===== src/rtl/jmp_pkg.sv =====
// Shared types and constants of the joint motion profile block.
// No dependencies; every other file in rtl refers to this package by scoped names.
`timescale 1ns / 1ps
package jmp_pkg;

   localparam logic [1:0] MODE_DISABLED = 2'd0;
   localparam logic [1:0] MODE_POSITION = 2'd1;

   localparam int unsigned MS_PER_S     = 1000;
   localparam int unsigned CURRENT_BASE = 50;
   localparam int unsigned CURRENT_MAX  = 32767;
   localparam logic [63:0] ROOT_TOP     = 64'h4000_0000_0000_0000;
   localparam logic [63:0] ROOT_SAT     = 64'h7FFF_FFFF_FFFF_FFFF;

   typedef enum logic [1:0] {
      CSR_MIN_POS,
      CSR_MAX_POS,
      CSR_ACCEL,
      CSR_TIMEOUT
   } csr_index_type;

   typedef enum logic [3:0] {
      ST_IDLE, ST_DECODE, ST_WATCH, ST_N_VEL, ST_N_STEP, ST_P_ERR, ST_P_ROOT,
      ST_P_DV, ST_P_VEL, ST_P_SGO, ST_P_STEP, ST_P_FIX, ST_CLAMP, ST_EST, ST_DONE
   } jmp_state_type;

   typedef enum logic [1:0] {MD_IDLE, MD_MUL, MD_DIV} md_state_type;

   typedef struct packed {
      logic               command;
      logic [1:0]         new_mode;
      logic signed [31:0] target_position;
      logic [30:0]        speed_limit;
      logic [31:0]        sequence_number;
      logic [15:0]        tick_ms;
   } req_type;

   typedef struct packed {
      logic [1:0]         mode_now;
      logic signed [31:0] position;
      logic signed [31:0] velocity;
      logic [14:0]        current_estimate;
      logic [31:0]        last_sequence;
      logic               limit_error;
      logic               peer_lost;
      logic [31:0]        timeout_count;
   } rsp_type;

   // launch of the serial multiply / divide-by-1000 unit
   typedef struct packed {
      logic        start;
      logic        div;
      logic [32:0] a;
      logic [32:0] b;
   } md_op_type;

   typedef struct packed {
      logic        done;
      logic [63:0] product;
      logic [47:0] quotient;
   } md_res_type;

endpackage


===== src/rtl/jmp_muldiv.sv =====
// Bit-serial shift-add multiplier with an optional restoring divide by 1000.
// Depends on jmp_pkg (operation and result structs, state enum).
`timescale 1ns / 1ps
module jmp_muldiv (
   input  logic               clock,
   input  logic               reset,
   input  jmp_pkg::md_op_type  op,
   output jmp_pkg::md_res_type res
);
   localparam int MUL_STEPS = 33;
   localparam int DIV_STEPS = 48;
   localparam logic [10:0] DIVISOR = 11'(jmp_pkg::MS_PER_S);

   jmp_pkg::md_state_type state_ff, state_in;
   logic [5:0]  cnt_ff, cnt_in;
   logic        div_ff, div_in;
   logic        done_ff, done_in;
   logic [32:0] a_ff, a_in;
   logic [33:0] hi_ff, hi_in;
   logic [32:0] lo_ff, lo_in;
   logic [47:0] dq_ff, dq_in;
   logic [9:0]  rem_ff, rem_in;
   logic [33:0] sum;
   logic [10:0] trial;
   logic        ge;
   logic [63:0] prod;

   assign prod  = {hi_ff[30:0], lo_ff};
   assign sum   = hi_ff + (lo_ff[0] ? {1'b0, a_ff} : 34'd0);
   assign trial = {rem_ff, dq_ff[47]};
   assign ge    = trial >= DIVISOR;

   always_ff @(posedge clock) begin
      if (reset) begin
         state_ff <= jmp_pkg::MD_IDLE;
         done_ff  <= 1'b0;
      end else begin
         state_ff <= state_in;
         done_ff  <= done_in;
      end
      cnt_ff <= cnt_in;
      div_ff <= div_in;
      a_ff   <= a_in;
      hi_ff  <= hi_in;
      lo_ff  <= lo_in;
      dq_ff  <= dq_in;
      rem_ff <= rem_in;
   end

   always_comb begin
      state_in = state_ff;
      cnt_in   = cnt_ff;
      div_in   = div_ff;
      a_in     = a_ff;
      hi_in    = hi_ff;
      lo_in    = lo_ff;
      dq_in    = dq_ff;
      rem_in   = rem_ff;
      done_in  = 1'b0;
      unique case (state_ff)
         jmp_pkg::MD_IDLE: begin
            if (op.start) begin
               a_in     = op.a;
               lo_in    = op.b;
               hi_in    = '0;
               div_in   = op.div;
               cnt_in   = '0;
               state_in = jmp_pkg::MD_MUL;
            end
         end
         jmp_pkg::MD_MUL: begin
            // add and shift one multiplier bit
            hi_in  = {1'b0, sum[33:1]};
            lo_in  = {sum[0], lo_ff[32:1]};
            cnt_in = cnt_ff + 6'd1;
            if (cnt_ff == 6'(MUL_STEPS - 1)) begin
               cnt_in = '0;
               if (div_ff) begin
                  state_in = jmp_pkg::MD_DIV;
               end else begin
                  state_in = jmp_pkg::MD_IDLE;
                  done_in  = 1'b1;
               end
            end
         end
         jmp_pkg::MD_DIV: begin
            if (cnt_ff == 6'd0) begin
               // load the dividend from the finished product
               dq_in  = prod[47:0];
               rem_in = '0;
               cnt_in = 6'd1;
            end else begin
               rem_in = ge ? 10'(trial - DIVISOR) : trial[9:0];
               dq_in  = {dq_ff[46:0], ge};
               cnt_in = cnt_ff + 6'd1;
               if (cnt_ff == 6'(DIV_STEPS)) begin
                  state_in = jmp_pkg::MD_IDLE;
                  done_in  = 1'b1;
               end
            end
         end
         default: state_in = jmp_pkg::MD_IDLE;
      endcase
   end

   assign res.done     = done_ff;
   assign res.product  = prod;
   assign res.quotient = dq_ff;
endmodule


===== src/rtl/jmp_isqrt.sv =====
// Floor square root of a 64-bit operand, one result bit per cycle.
// Depends on jmp_pkg (ROOT_TOP).
`timescale 1ns / 1ps
module jmp_isqrt (
   input  logic        clock,
   input  logic        reset,
   input  logic        start,
   input  logic [63:0] operand,
   output logic        done,
   output logic [31:0] root
);
   logic        busy_ff, busy_in;
   logic        done_ff, done_in;
   logic [63:0] x_ff, x_in;
   logic [63:0] r_ff, r_in;
   logic [63:0] b_ff, b_in;
   logic [63:0] rb;
   logic        ge;

   assign rb = r_ff + b_ff;
   assign ge = x_ff >= rb;

   always_ff @(posedge clock) begin
      if (reset) begin
         busy_ff <= 1'b0;
         done_ff <= 1'b0;
      end else begin
         busy_ff <= busy_in;
         done_ff <= done_in;
      end
      x_ff <= x_in;
      r_ff <= r_in;
      b_ff <= b_in;
   end

   always_comb begin
      busy_in = busy_ff;
      done_in = 1'b0;
      x_in    = x_ff;
      r_in    = r_ff;
      b_in    = b_ff;
      if (!busy_ff) begin
         if (start) begin
            x_in    = operand;
            r_in    = '0;
            b_in    = jmp_pkg::ROOT_TOP;
            busy_in = 1'b1;
         end
      end else begin
         x_in = ge ? x_ff - rb : x_ff;
         r_in = ge ? (r_ff >> 1) + b_ff : r_ff >> 1;
         b_in = b_ff >> 2;
         if (b_ff[0]) begin
            busy_in = 1'b0;
            done_in = 1'b1;
         end
      end
   end

   assign done = done_ff;
   assign root = r_ff[31:0];
endmodule


===== src/rtl/joint_motion_profile_top.sv =====
// Joint motion profile: sequencer, state registers and result register.
// Depends on jmp_pkg, jmp_muldiv and jmp_isqrt.
`timescale 1ns / 1ps
// Usage:
//   req_*  : one request is a motion command (command = 0) or a time tick
//            (command = 1) of tick_ms milliseconds. A request is taken when
//            req_valid and req_ready are both high; req_ready is high while the
//            sequencer is idle.
//   rsp_*  : exactly one result per request, held in an output register until
//            rsp_ready takes it. The next request is accepted while a result
//            waits; the sequencer only stalls when it has a second result ready.
//   csr_*  : write-only registers (min/max position, acceleration, timeout); the
//            user must write them only while the block is idle; the block has no check for this.
// Work per request, done on the bit-serial multiply/divide unit and the root unit:
//   command or zero tick : one divide (for the current figure)
//   tick, braking        : three multiply/divide passes
//   tick, position mode  : product, root, three passes
// The next request is taken only after the last one reaches the result register.
// Reset clears all joint state and loads the register defaults; the block is
// ready in the cycle after reset.
module joint_motion_profile_top (
   input  logic             clock,
   input  logic             reset,
   input  logic             req_valid,
   output logic             req_ready,
   input  jmp_pkg::req_type req_data,
   output logic             rsp_valid,
   input  logic             rsp_ready,
   output jmp_pkg::rsp_type rsp_data,
   input  logic             csr_we,
   input  logic [1:0]       csr_index,
   input  logic [31:0]      csr_wdata
);
   jmp_pkg::jmp_state_type state_ff, state_in;
   jmp_pkg::req_type       req_ff, req_in;
   jmp_pkg::rsp_type       rsp_ff, rsp_in;
   logic                   rsp_valid_ff, rsp_valid_in;

   // configuration
   logic signed [31:0] min_ff, max_ff;
   logic [30:0]        accel_ff;
   logic [31:0]        tout_ff;

   // joint state
   logic signed [31:0] pos_ff, pos_in;
   logic signed [31:0] vel_ff, vel_in;
   logic signed [31:0] tgt_ff, tgt_in;
   logic [30:0]        spd_ff, spd_in;
   logic [1:0]         mode_ff, mode_in;
   logic [31:0]        elap_ff, elap_in;
   logic               limit_ff, limit_in;
   logic               lost_ff, lost_in;
   logic [31:0]        tally_ff, tally_in;
   logic [31:0]        seq_ff, seq_in;

   // working registers
   logic signed [32:0] err_ff, err_in;
   logic signed [32:0] vwant_ff, vwant_in;
   logic signed [39:0] step_ff, step_in;
   logic [14:0]        cur_ff, cur_in;

   jmp_pkg::md_op_type  md_op;
   jmp_pkg::md_res_type md_res;
   logic                sq_start, sq_done;
   logic [63:0]         sq_operand;
   logic [31:0]         sq_root;

   jmp_muldiv u_muldiv (
      .clock(clock), .reset(reset), .op(md_op), .res(md_res)
   );

   jmp_isqrt u_isqrt (
      .clock(clock), .reset(reset), .start(sq_start), .operand(sq_operand),
      .done(sq_done), .root(sq_root)
   );

   function automatic logic signed [31:0] clamp_pos(input logic signed [40:0] v,
                                                    input logic signed [31:0] lo,
                                                    input logic signed [31:0] hi);
      logic signed [31:0] r;
      r = v[31:0];
      if (v < 41'(lo)) r = lo;
      else if (v > 41'(hi)) r = hi;
      return r;
   endfunction

   assign req_ready = (state_ff == jmp_pkg::ST_IDLE);
   assign rsp_valid = rsp_valid_ff;
   assign rsp_data  = rsp_ff;

   // configuration writes
   always_ff @(posedge clock) begin
      if (reset) begin
         min_ff   <= -32'sd180000;
         max_ff   <= 32'sd180000;
         accel_ff <= 31'd1;
         tout_ff  <= '0;
      end else if (csr_we) begin
         unique case (jmp_pkg::csr_index_type'(csr_index))
            jmp_pkg::CSR_MIN_POS: min_ff <= csr_wdata;
            jmp_pkg::CSR_MAX_POS: max_ff <= csr_wdata;
            // a zero acceleration is stored as one
            jmp_pkg::CSR_ACCEL:
               accel_ff <= (csr_wdata[30:0] == 31'd0) ? 31'd1 : csr_wdata[30:0];
            jmp_pkg::CSR_TIMEOUT: tout_ff <= csr_wdata;
            default: ;
         endcase
      end
   end

   always_ff @(posedge clock) begin
      if (reset) begin
         state_ff     <= jmp_pkg::ST_IDLE;
         rsp_valid_ff <= 1'b0;
         pos_ff       <= '0;
         vel_ff       <= '0;
         tgt_ff       <= '0;
         spd_ff       <= '0;
         mode_ff      <= jmp_pkg::MODE_DISABLED;
         elap_ff      <= '0;
         limit_ff     <= 1'b0;
         lost_ff      <= 1'b0;
         tally_ff     <= '0;
         seq_ff       <= '0;
      end else begin
         state_ff     <= state_in;
         rsp_valid_ff <= rsp_valid_in;
         pos_ff       <= pos_in;
         vel_ff       <= vel_in;
         tgt_ff       <= tgt_in;
         spd_ff       <= spd_in;
         mode_ff      <= mode_in;
         elap_ff      <= elap_in;
         limit_ff     <= limit_in;
         lost_ff      <= lost_in;
         tally_ff     <= tally_in;
         seq_ff       <= seq_in;
      end
      req_ff   <= req_in;
      rsp_ff   <= rsp_in;
      err_ff   <= err_in;
      vwant_ff <= vwant_in;
      step_ff  <= step_in;
      cur_ff   <= cur_in;
   end

   // combinational helpers
   logic [32:0]        vabs;
   logic [32:0]        eabs_c;
   logic signed [32:0] err_c;
   logic [32:0]        elap_sum;
   logic [31:0]        elap_sat;
   logic               pos_mode;
   logic [47:0]        dv;
   logic [31:0]        vlim;
   logic signed [33:0] v34, w34, vnew;
   logic [33:0]        diff;
   logic signed [39:0] e40, s1, s2;
   logic               over;
   logic signed [40:0] pos_sum;

   always_comb begin
      vabs     = vel_ff[31] ? (33'd0 - {1'b1, vel_ff}) : {1'b0, vel_ff};
      err_c    = {tgt_ff[31], tgt_ff} - {pos_ff[31], pos_ff};
      eabs_c   = err_c[32] ? (33'd0 - err_c) : err_c;
      elap_sum = {1'b0, elap_ff} + {17'd0, req_ff.tick_ms};
      elap_sat = elap_sum[32] ? 32'hFFFF_FFFF : elap_sum[31:0];
      pos_mode = (mode_ff == jmp_pkg::MODE_POSITION);
      dv       = (md_res.quotient == 48'd0) ? 48'd1 : md_res.quotient;
      vlim     = (sq_root < {1'b0, spd_ff}) ? sq_root : {1'b0, spd_ff};
      v34      = 34'(vel_ff);
      w34      = 34'(vwant_ff);
      diff     = (w34 > v34) ? 34'(w34 - v34) : 34'(v34 - w34);
      if ({14'd0, diff} > dv) vnew = (w34 > v34) ? v34 + $signed(dv[33:0])
                                                 : v34 - $signed(dv[33:0]);
      else vnew = w34;
      e40      = 40'(err_ff);
      over     = (e40 > 40'sd0 && step_ff > e40) || (e40 < 40'sd0 && step_ff < e40);
      s1       = over ? e40 : step_ff;
      if (s1 == 40'sd0 && e40 != 40'sd0) s2 = e40[39] ? -40'sd1 : 40'sd1;
      else s2 = s1;
      pos_sum  = 41'(pos_ff) + 41'(step_ff);
   end

   always_comb begin
      state_in     = state_ff;
      req_in       = req_ff;
      rsp_in       = rsp_ff;
      rsp_valid_in = rsp_valid_ff;
      pos_in       = pos_ff;
      vel_in       = vel_ff;
      tgt_in       = tgt_ff;
      spd_in       = spd_ff;
      mode_in      = mode_ff;
      elap_in      = elap_ff;
      limit_in     = limit_ff;
      lost_in      = lost_ff;
      tally_in     = tally_ff;
      seq_in       = seq_ff;
      err_in       = err_ff;
      vwant_in     = vwant_ff;
      step_in      = step_ff;
      cur_in       = cur_ff;
      md_op        = '0;
      sq_start     = 1'b0;
      sq_operand   = (md_res.product[63:62] != 2'b00) ? jmp_pkg::ROOT_SAT
                                                      : {md_res.product[62:0], 1'b0};

      // drop the result once taken
      if (rsp_valid_ff && rsp_ready) rsp_valid_in = 1'b0;

      unique case (state_ff)
         jmp_pkg::ST_IDLE: begin
            if (req_valid) begin
               req_in   = req_data;
               state_in = jmp_pkg::ST_DECODE;
            end
         end
         jmp_pkg::ST_DECODE: begin
            if (!req_ff.command) begin
               seq_in  = req_ff.sequence_number;
               elap_in = '0;
               mode_in = req_ff.new_mode;
               lost_in = 1'b0;
               if (req_ff.new_mode == jmp_pkg::MODE_POSITION) begin
                  spd_in   = req_ff.speed_limit;
                  limit_in = (req_ff.target_position < min_ff) ||
                             (req_ff.target_position > max_ff);
                  tgt_in   = clamp_pos(41'(req_ff.target_position), min_ff, max_ff);
               end
            end
            if (!req_ff.command || req_ff.tick_ms == 16'd0) begin
               md_op    = '{start: 1'b1, div: 1'b1, a: vabs, b: 33'd1};
               state_in = jmp_pkg::ST_EST;
            end else begin
               state_in = jmp_pkg::ST_WATCH;
            end
         end
         jmp_pkg::ST_WATCH: begin
            // command watchdog, then pick braking or position control
            if (pos_mode && tout_ff != 32'd0) begin
               elap_in = elap_sat;
               if (elap_sat > tout_ff) begin
                  mode_in  = jmp_pkg::MODE_DISABLED;
                  lost_in  = 1'b1;
                  tally_in = (tally_ff == 32'hFFFF_FFFF) ? tally_ff : tally_ff + 32'd1;
               end
            end
            if (mode_in != jmp_pkg::MODE_POSITION) begin
               md_op    = '{start: 1'b1, div: 1'b1, a: {2'b00, accel_ff},
                            b: {17'd0, req_ff.tick_ms}};
               state_in = jmp_pkg::ST_N_VEL;
            end else begin
               state_in = jmp_pkg::ST_P_ERR;
            end
         end
         jmp_pkg::ST_N_VEL: begin
            if (md_res.done) begin
               // brake: shrink the magnitude by a*dt/1000, keep the sign
               if ({15'd0, vabs} <= md_res.quotient) begin
                  vel_in = '0;
                  md_op  = '{start: 1'b1, div: 1'b1, a: 33'd0,
                             b: {17'd0, req_ff.tick_ms}};
               end else begin
                  vel_in = vel_ff[31] ? vel_ff + $signed(md_res.quotient[31:0])
                                      : vel_ff - $signed(md_res.quotient[31:0]);
                  md_op  = '{start: 1'b1, div: 1'b1, a: vabs - md_res.quotient[32:0],
                             b: {17'd0, req_ff.tick_ms}};
               end
               state_in = jmp_pkg::ST_N_STEP;
            end
         end
         jmp_pkg::ST_N_STEP: begin
            if (md_res.done) begin
               step_in  = vel_ff[31] ? 40'sd0 - $signed({1'b0, md_res.quotient[38:0]})
                                     : $signed({1'b0, md_res.quotient[38:0]});
               state_in = jmp_pkg::ST_CLAMP;
            end
         end
         jmp_pkg::ST_P_ERR: begin
            err_in   = err_c;
            md_op    = '{start: 1'b1, div: 1'b0, a: {2'b00, accel_ff}, b: eabs_c};
            state_in = jmp_pkg::ST_P_ROOT;
         end
         jmp_pkg::ST_P_ROOT: begin
            if (md_res.done) begin
               sq_start = 1'b1;
               state_in = jmp_pkg::ST_P_DV;
            end
         end
         jmp_pkg::ST_P_DV: begin
            if (sq_done) begin
               vwant_in = (err_ff > 33'sd0) ? $signed({1'b0, vlim})
                                            : 33'sd0 - $signed({1'b0, vlim});
               md_op    = '{start: 1'b1, div: 1'b1, a: {2'b00, accel_ff},
                            b: {17'd0, req_ff.tick_ms}};
               state_in = jmp_pkg::ST_P_VEL;
            end
         end
         jmp_pkg::ST_P_VEL: begin
            if (md_res.done) begin
               vel_in   = vnew[31:0];
               state_in = jmp_pkg::ST_P_SGO;
            end
         end
         jmp_pkg::ST_P_SGO: begin
            md_op    = '{start: 1'b1, div: 1'b1, a: vabs, b: {17'd0, req_ff.tick_ms}};
            state_in = jmp_pkg::ST_P_STEP;
         end
         jmp_pkg::ST_P_STEP: begin
            if (md_res.done) begin
               step_in  = vel_ff[31] ? 40'sd0 - $signed({1'b0, md_res.quotient[38:0]})
                                     : $signed({1'b0, md_res.quotient[38:0]});
               state_in = jmp_pkg::ST_P_FIX;
            end
         end
         jmp_pkg::ST_P_FIX: begin
            // no overshoot; crawl the last millidegree; stop on arrival
            step_in = s2;
            if (over || s2 == e40) vel_in = '0;
            state_in = jmp_pkg::ST_CLAMP;
         end
         jmp_pkg::ST_CLAMP: begin
            pos_in   = clamp_pos(pos_sum, min_ff, max_ff);
            md_op    = '{start: 1'b1, div: 1'b1, a: vabs, b: 33'd1};
            state_in = jmp_pkg::ST_EST;
         end
         jmp_pkg::ST_EST: begin
            if (md_res.done) begin
               if (!pos_mode) cur_in = '0;
               else if (md_res.quotient >
                        48'(jmp_pkg::CURRENT_MAX - jmp_pkg::CURRENT_BASE))
                  cur_in = 15'(jmp_pkg::CURRENT_MAX);
               else cur_in = 15'(md_res.quotient[14:0] + 15'(jmp_pkg::CURRENT_BASE));
               state_in = jmp_pkg::ST_DONE;
            end
         end
         jmp_pkg::ST_DONE: begin
            // hold until the result register is free
            if (!rsp_valid_ff || rsp_ready) begin
               rsp_in.mode_now         = mode_ff;
               rsp_in.position         = pos_ff;
               rsp_in.velocity         = vel_ff;
               rsp_in.current_estimate = cur_ff;
               rsp_in.last_sequence    = seq_ff;
               rsp_in.limit_error      = limit_ff;
               rsp_in.peer_lost        = lost_ff;
               rsp_in.timeout_count    = tally_ff;
               rsp_valid_in            = 1'b1;
               state_in                = jmp_pkg::ST_IDLE;
            end
         end
         default: state_in = jmp_pkg::ST_IDLE;
      endcase
   end
endmodule

===== config.mk =====
export PLATFORM = sky130hd
export DESIGN_NAME = joint_motion_profile_top
export DESIGN_NICKNAME = d
export VERILOG_FILES = /design/src/rtl/jmp_pkg.sv /design/src/rtl/jmp_muldiv.sv /design/src/rtl/jmp_isqrt.sv /design/src/rtl/joint_motion_profile_top.sv
export SDC_FILE = /design/constraint.sdc
export NUM_CORES = 2
export LEC_CHECK = 0
export BUFFER_PORTS_ARGS = -buffer_cell sky130_fd_sc_hd__buf_4
export CAP_MARGIN = 20
export CORE_ASPECT_RATIO = 0.9
export CORE_MARGIN = 8
export CORE_UTILIZATION = 40
export DETAILED_ROUTE_END_ITERATION = 8
export GPL_TIMING_DRIVEN = 1
export PLACE_DENSITY_LB_ADDON = 0.25
export SLEW_MARGIN = 5
export SYNTH_ARGS = -nofsm -noshare
export SYNTH_HDL_FRONTEND = slang
export SYNTH_SLANG_ARGS = --single-unit

===== constraint.sdc =====
create_clock -name clock -period 12.8 [get_ports clock]
set_clock_uncertainty 0.05 [all_clocks]
set_input_delay 0.64 -clock clock [delete_from_list [all_inputs] [get_ports clock]]
set_output_delay 0.64 -clock clock [all_outputs]
set_load 0.1 [all_outputs]

==> impl_metrics.yaml <==
global_routing:
  track_usage: 0.2634
  grt_max_degree: 90
  grt_antenna_before_repair: 25
  grt_pass1_vias: 62320
  grt_first_pass_wirelength_microns: 406100
  grt-ovfl-total: 0
synth:
  synthCells: 8264
  ys_warn_count: 0
  yosysSeqAreaShare: 0.3827
  post_synth_num_cell_types: 101
  synth_top_cell_by_area: "edfxtp_1"
  ys_seq_elements: 1070
  netlist_area_sq_mm: 0.07440
  yosys.area.top_type_share: 0.2845
  synth_area_leaders: "edfxtp_1 (28%), ha_1 (12%), dfxtp_1 (9.8%)"
  avgSynthCellArea_sq_um: 9.003
  synth_ff_type: "edfxtp_1"
  syn_nets: 9134
  async_flop_share: 0
  synth_edf_count: 705
clock_network:
  cts.root.buffer_cell: "clkbuf_16"
  cts.sinks: 1070
  cts_max_level: 4
  cts_buffer_depth: 3
  clk_latency_ps: 800
  numCtsBuffers: 131
  clk_pin_slew_ps: 60
  cts_tree: "yes"
sta:
  fmax_mhz: 117.6
  fin_crit_sh: 0.6644
  fin_crit_ps: 8505
  hold_viol: 0
  rsz0062_at_grt: "no"
  setup_viol: 0
  setup_tns_ps: 0
  worst_pin_slew_ps: 1182
  setup_slack_ps: 4295
  slew_headroom: 0.1919
  finalMaxSlewViolations: 0
die:
  initial_core_util: 0.4017
  die_w_microns: 470.6
  core-area_sq_mm: 0.1852
  num_io_pins: 302
  fp-row-count: 150
  dieArea_sq_mm: 0.2001
  die_y_microns: 425.2
worst_hold_path:
  hold_path.class: "in -> reg"
power:
  p_per_area_mw_per_mm2: 153.5
  ir_drop_v: 0.0001474
  power.leakage_nw: 33.82
detailed_routing:
  drt_first_pass_iters: 7
  drcViolationCount: 0
  drtIter0Drc: 7747
  vias: 66270
  wl_per_cell_microns: 24.85
  drt_wl_total_microns: 276400
  final_antenna_net_count: 0
  viasPerCell: 5.959
setup_path:
  cp_slowest_cell: "a2111oi_0"
  crit_fanout: 58
  critPathKind: "reg -> reg"
  worstPathRequired_ps: 13390
  critPathArrivalTime_ps: 9100
  max_stage_delay_ps: 920
  crit_path_end_kind: "flop"
  critPathLaunchType: "flop"
  rrSetupSlack_ps: 4300
finish:
  final_common_cell: "nand2_1"
  multi_input_area_sq_mm: 0.04304
  regArea_sq_mm: 0.02848
  syn2layout_area_growth_pct: 14.03
  fin_nets: 9432
  layout_common_cells: "nand2_1 (955), a21oi_1 (724), ha_1 (705), edfxtp_1 (705), nor2_1 (590)"
  drive_above_1_share: 0.09296
  fillers: 17650
run:
  cap_viol_max_count: 0
placement:
  post-dp-hpwl_microns: 213100
  numPortBuffers: 301
  globalplace.congestion: 1.009
  pre_cts_ws_ps: 4492
status:
  outcome: "finished clean"
==> metrics by stage <==
stage,hold slack (ps),util,area [sq um],total power [W],instances
3_5_place_dp,354.5,0.4281,79300,0.009166,10740
3_3_place_gp,357.6,0.4280,79290,0.009103,10740
6_report,55.13,0.4580,84840,0.01303,11120
5_1_grt,18.60,0.4579,84820,0.01357,11110
2_1_floorplan,350.3,-,74400,0.007560,8264
4_1_cts,2.045,0.4574,84720,0.01299,11100
==> worst max-delay path: cells and delay by family (launching register included) <==
kind / cells / cell delay [ps]
DFF: 1 / 590
buffers and inverters: 3 / 980
adders and majority gates: 3 / 980
and+or+nand+nor: 3 / 400
AOI/OAI and AO/OA: 20 / 5130
xor gates and xnor gates: 1 / 170
==> logic make-up (layout without fill, tap and decap cells) <==
kind of cell / after synthesis / in the layout / share of synthesized area
xor+xnor: 597 / 597 / 0.07038
compound gates: 2353 / 2353 / 0.2029
other cells: 1 / 21 / 0.00005040
fa+ha+maj: 717 / 717 / 0.1216
buf+inv: 816 / 1222 / 0.04186
mux: 126 / 126 / 0.01783
flops: 1070 / 1070 / 0.3827
simple gates: 2584 / 2584 / 0.1626
==> state kept, by name, summed over array words and instances, names as in the netlist, 31 cells and up <==
| name | cells |
|---|---|
| accel_ff | 31 |
| elap_ff | 32 |
| err_ff | 33 |
| max_ff | 32 |
| min_ff | 32 |
| pos_ff | 32 |
| req_ff | 114 |
| rsp_data | 147 |
| seq_ff | 32 |
| spd_ff | 31 |
| step_ff | 40 |
| tally_ff | 32 |
| tgt_ff | 32 |
| tout_ff | 32 |
| u_isqrt.b_ff | 32 |
| u_isqrt.r_ff | 64 |
| u_isqrt.x_ff | 64 |
| u_muldiv.a_ff | 33 |
| u_muldiv.dq_ff | 48 |
| u_muldiv.hi_ff | 33 |
| u_muldiv.lo_ff | 33 |
| vel_ff | 32 |
| vwant_ff | 33 |
==> final timing paths <==
| kind | depth (start not counted) | end | start |
|---|---|---|---|
| hold reg to reg | 0 | rsp_data[78] | cur_ff[12] |
| setup reg to reg | 30 | vel_ff[31] | vel_ff[0] |
| hold / removal | 1 | req_ff[0] | req_data[0] |
| setup / recovery | 30 | vel_ff[31] | vel_ff[0] |
==> area by class of cell <==
| type | instances | share of cell area |
|---|---|---|
| clock inverters | 68 | 0.008554 |
| flip-flops and latches | 1070 | 0.3357 |
| clock buffers | 173 | 0.04197 |
| inverters | 468 | 0.02072 |
| well taps | 2432 | 0.03587 |
| repair buffers | 513 | 0.04927 |
| multi-input cells | 6378 | 0.5073 |
| diodes | 20 | 0.0005899 |
==> routing by layer <==
layer | GRT usage | share of wire | routed length, microns | up-vias
met1 | 0.3777 | 0.44 | 123000 | 31950
met5 | 0 | 0.00016 | 45 | -
li1 | - | - | - | 30740
met2 | 0.3920 | 0.42 | 115700 | 3098
met4 | 0.08769 | 0.036 | 9948 | 6
met3 | 0.05822 | 0.10 | 27790 | 481
==> what timing repair did <==
action,CTS,global route
endpoints found under the hold margin,113,0
gates resized for setup,0,0
hold buffers,113,0
buffers inserted,0,0
==> report_power, final <==
part	total, W	switching (W)	internal, W
sequential	0.00473	0.000441	0.00429
combinational	0.00452	0.00296	0.00156
clock	0.00378	0.00163	0.00215
total	0.0130	0.00502	0.00800
==> synthesized netlist by cell type (all sizes together) (74+ instances only) <==
cell      n
nand2   957
a21oi   731
ha      707
edfxtp  705
nor2    598
o21ai   481
inv     458
xnor2   383
dfxtp   365
clkbuf  302
a21o    257
xor2    214
nand3   160
nor3    134
and2    130
a211oi  113
nand4   112
nor2b    98
a31oi    93
nand2b   93
o211ai   82
o21a     80
nor4     77
mux2i    74
(Power assumes the default switching activity.)
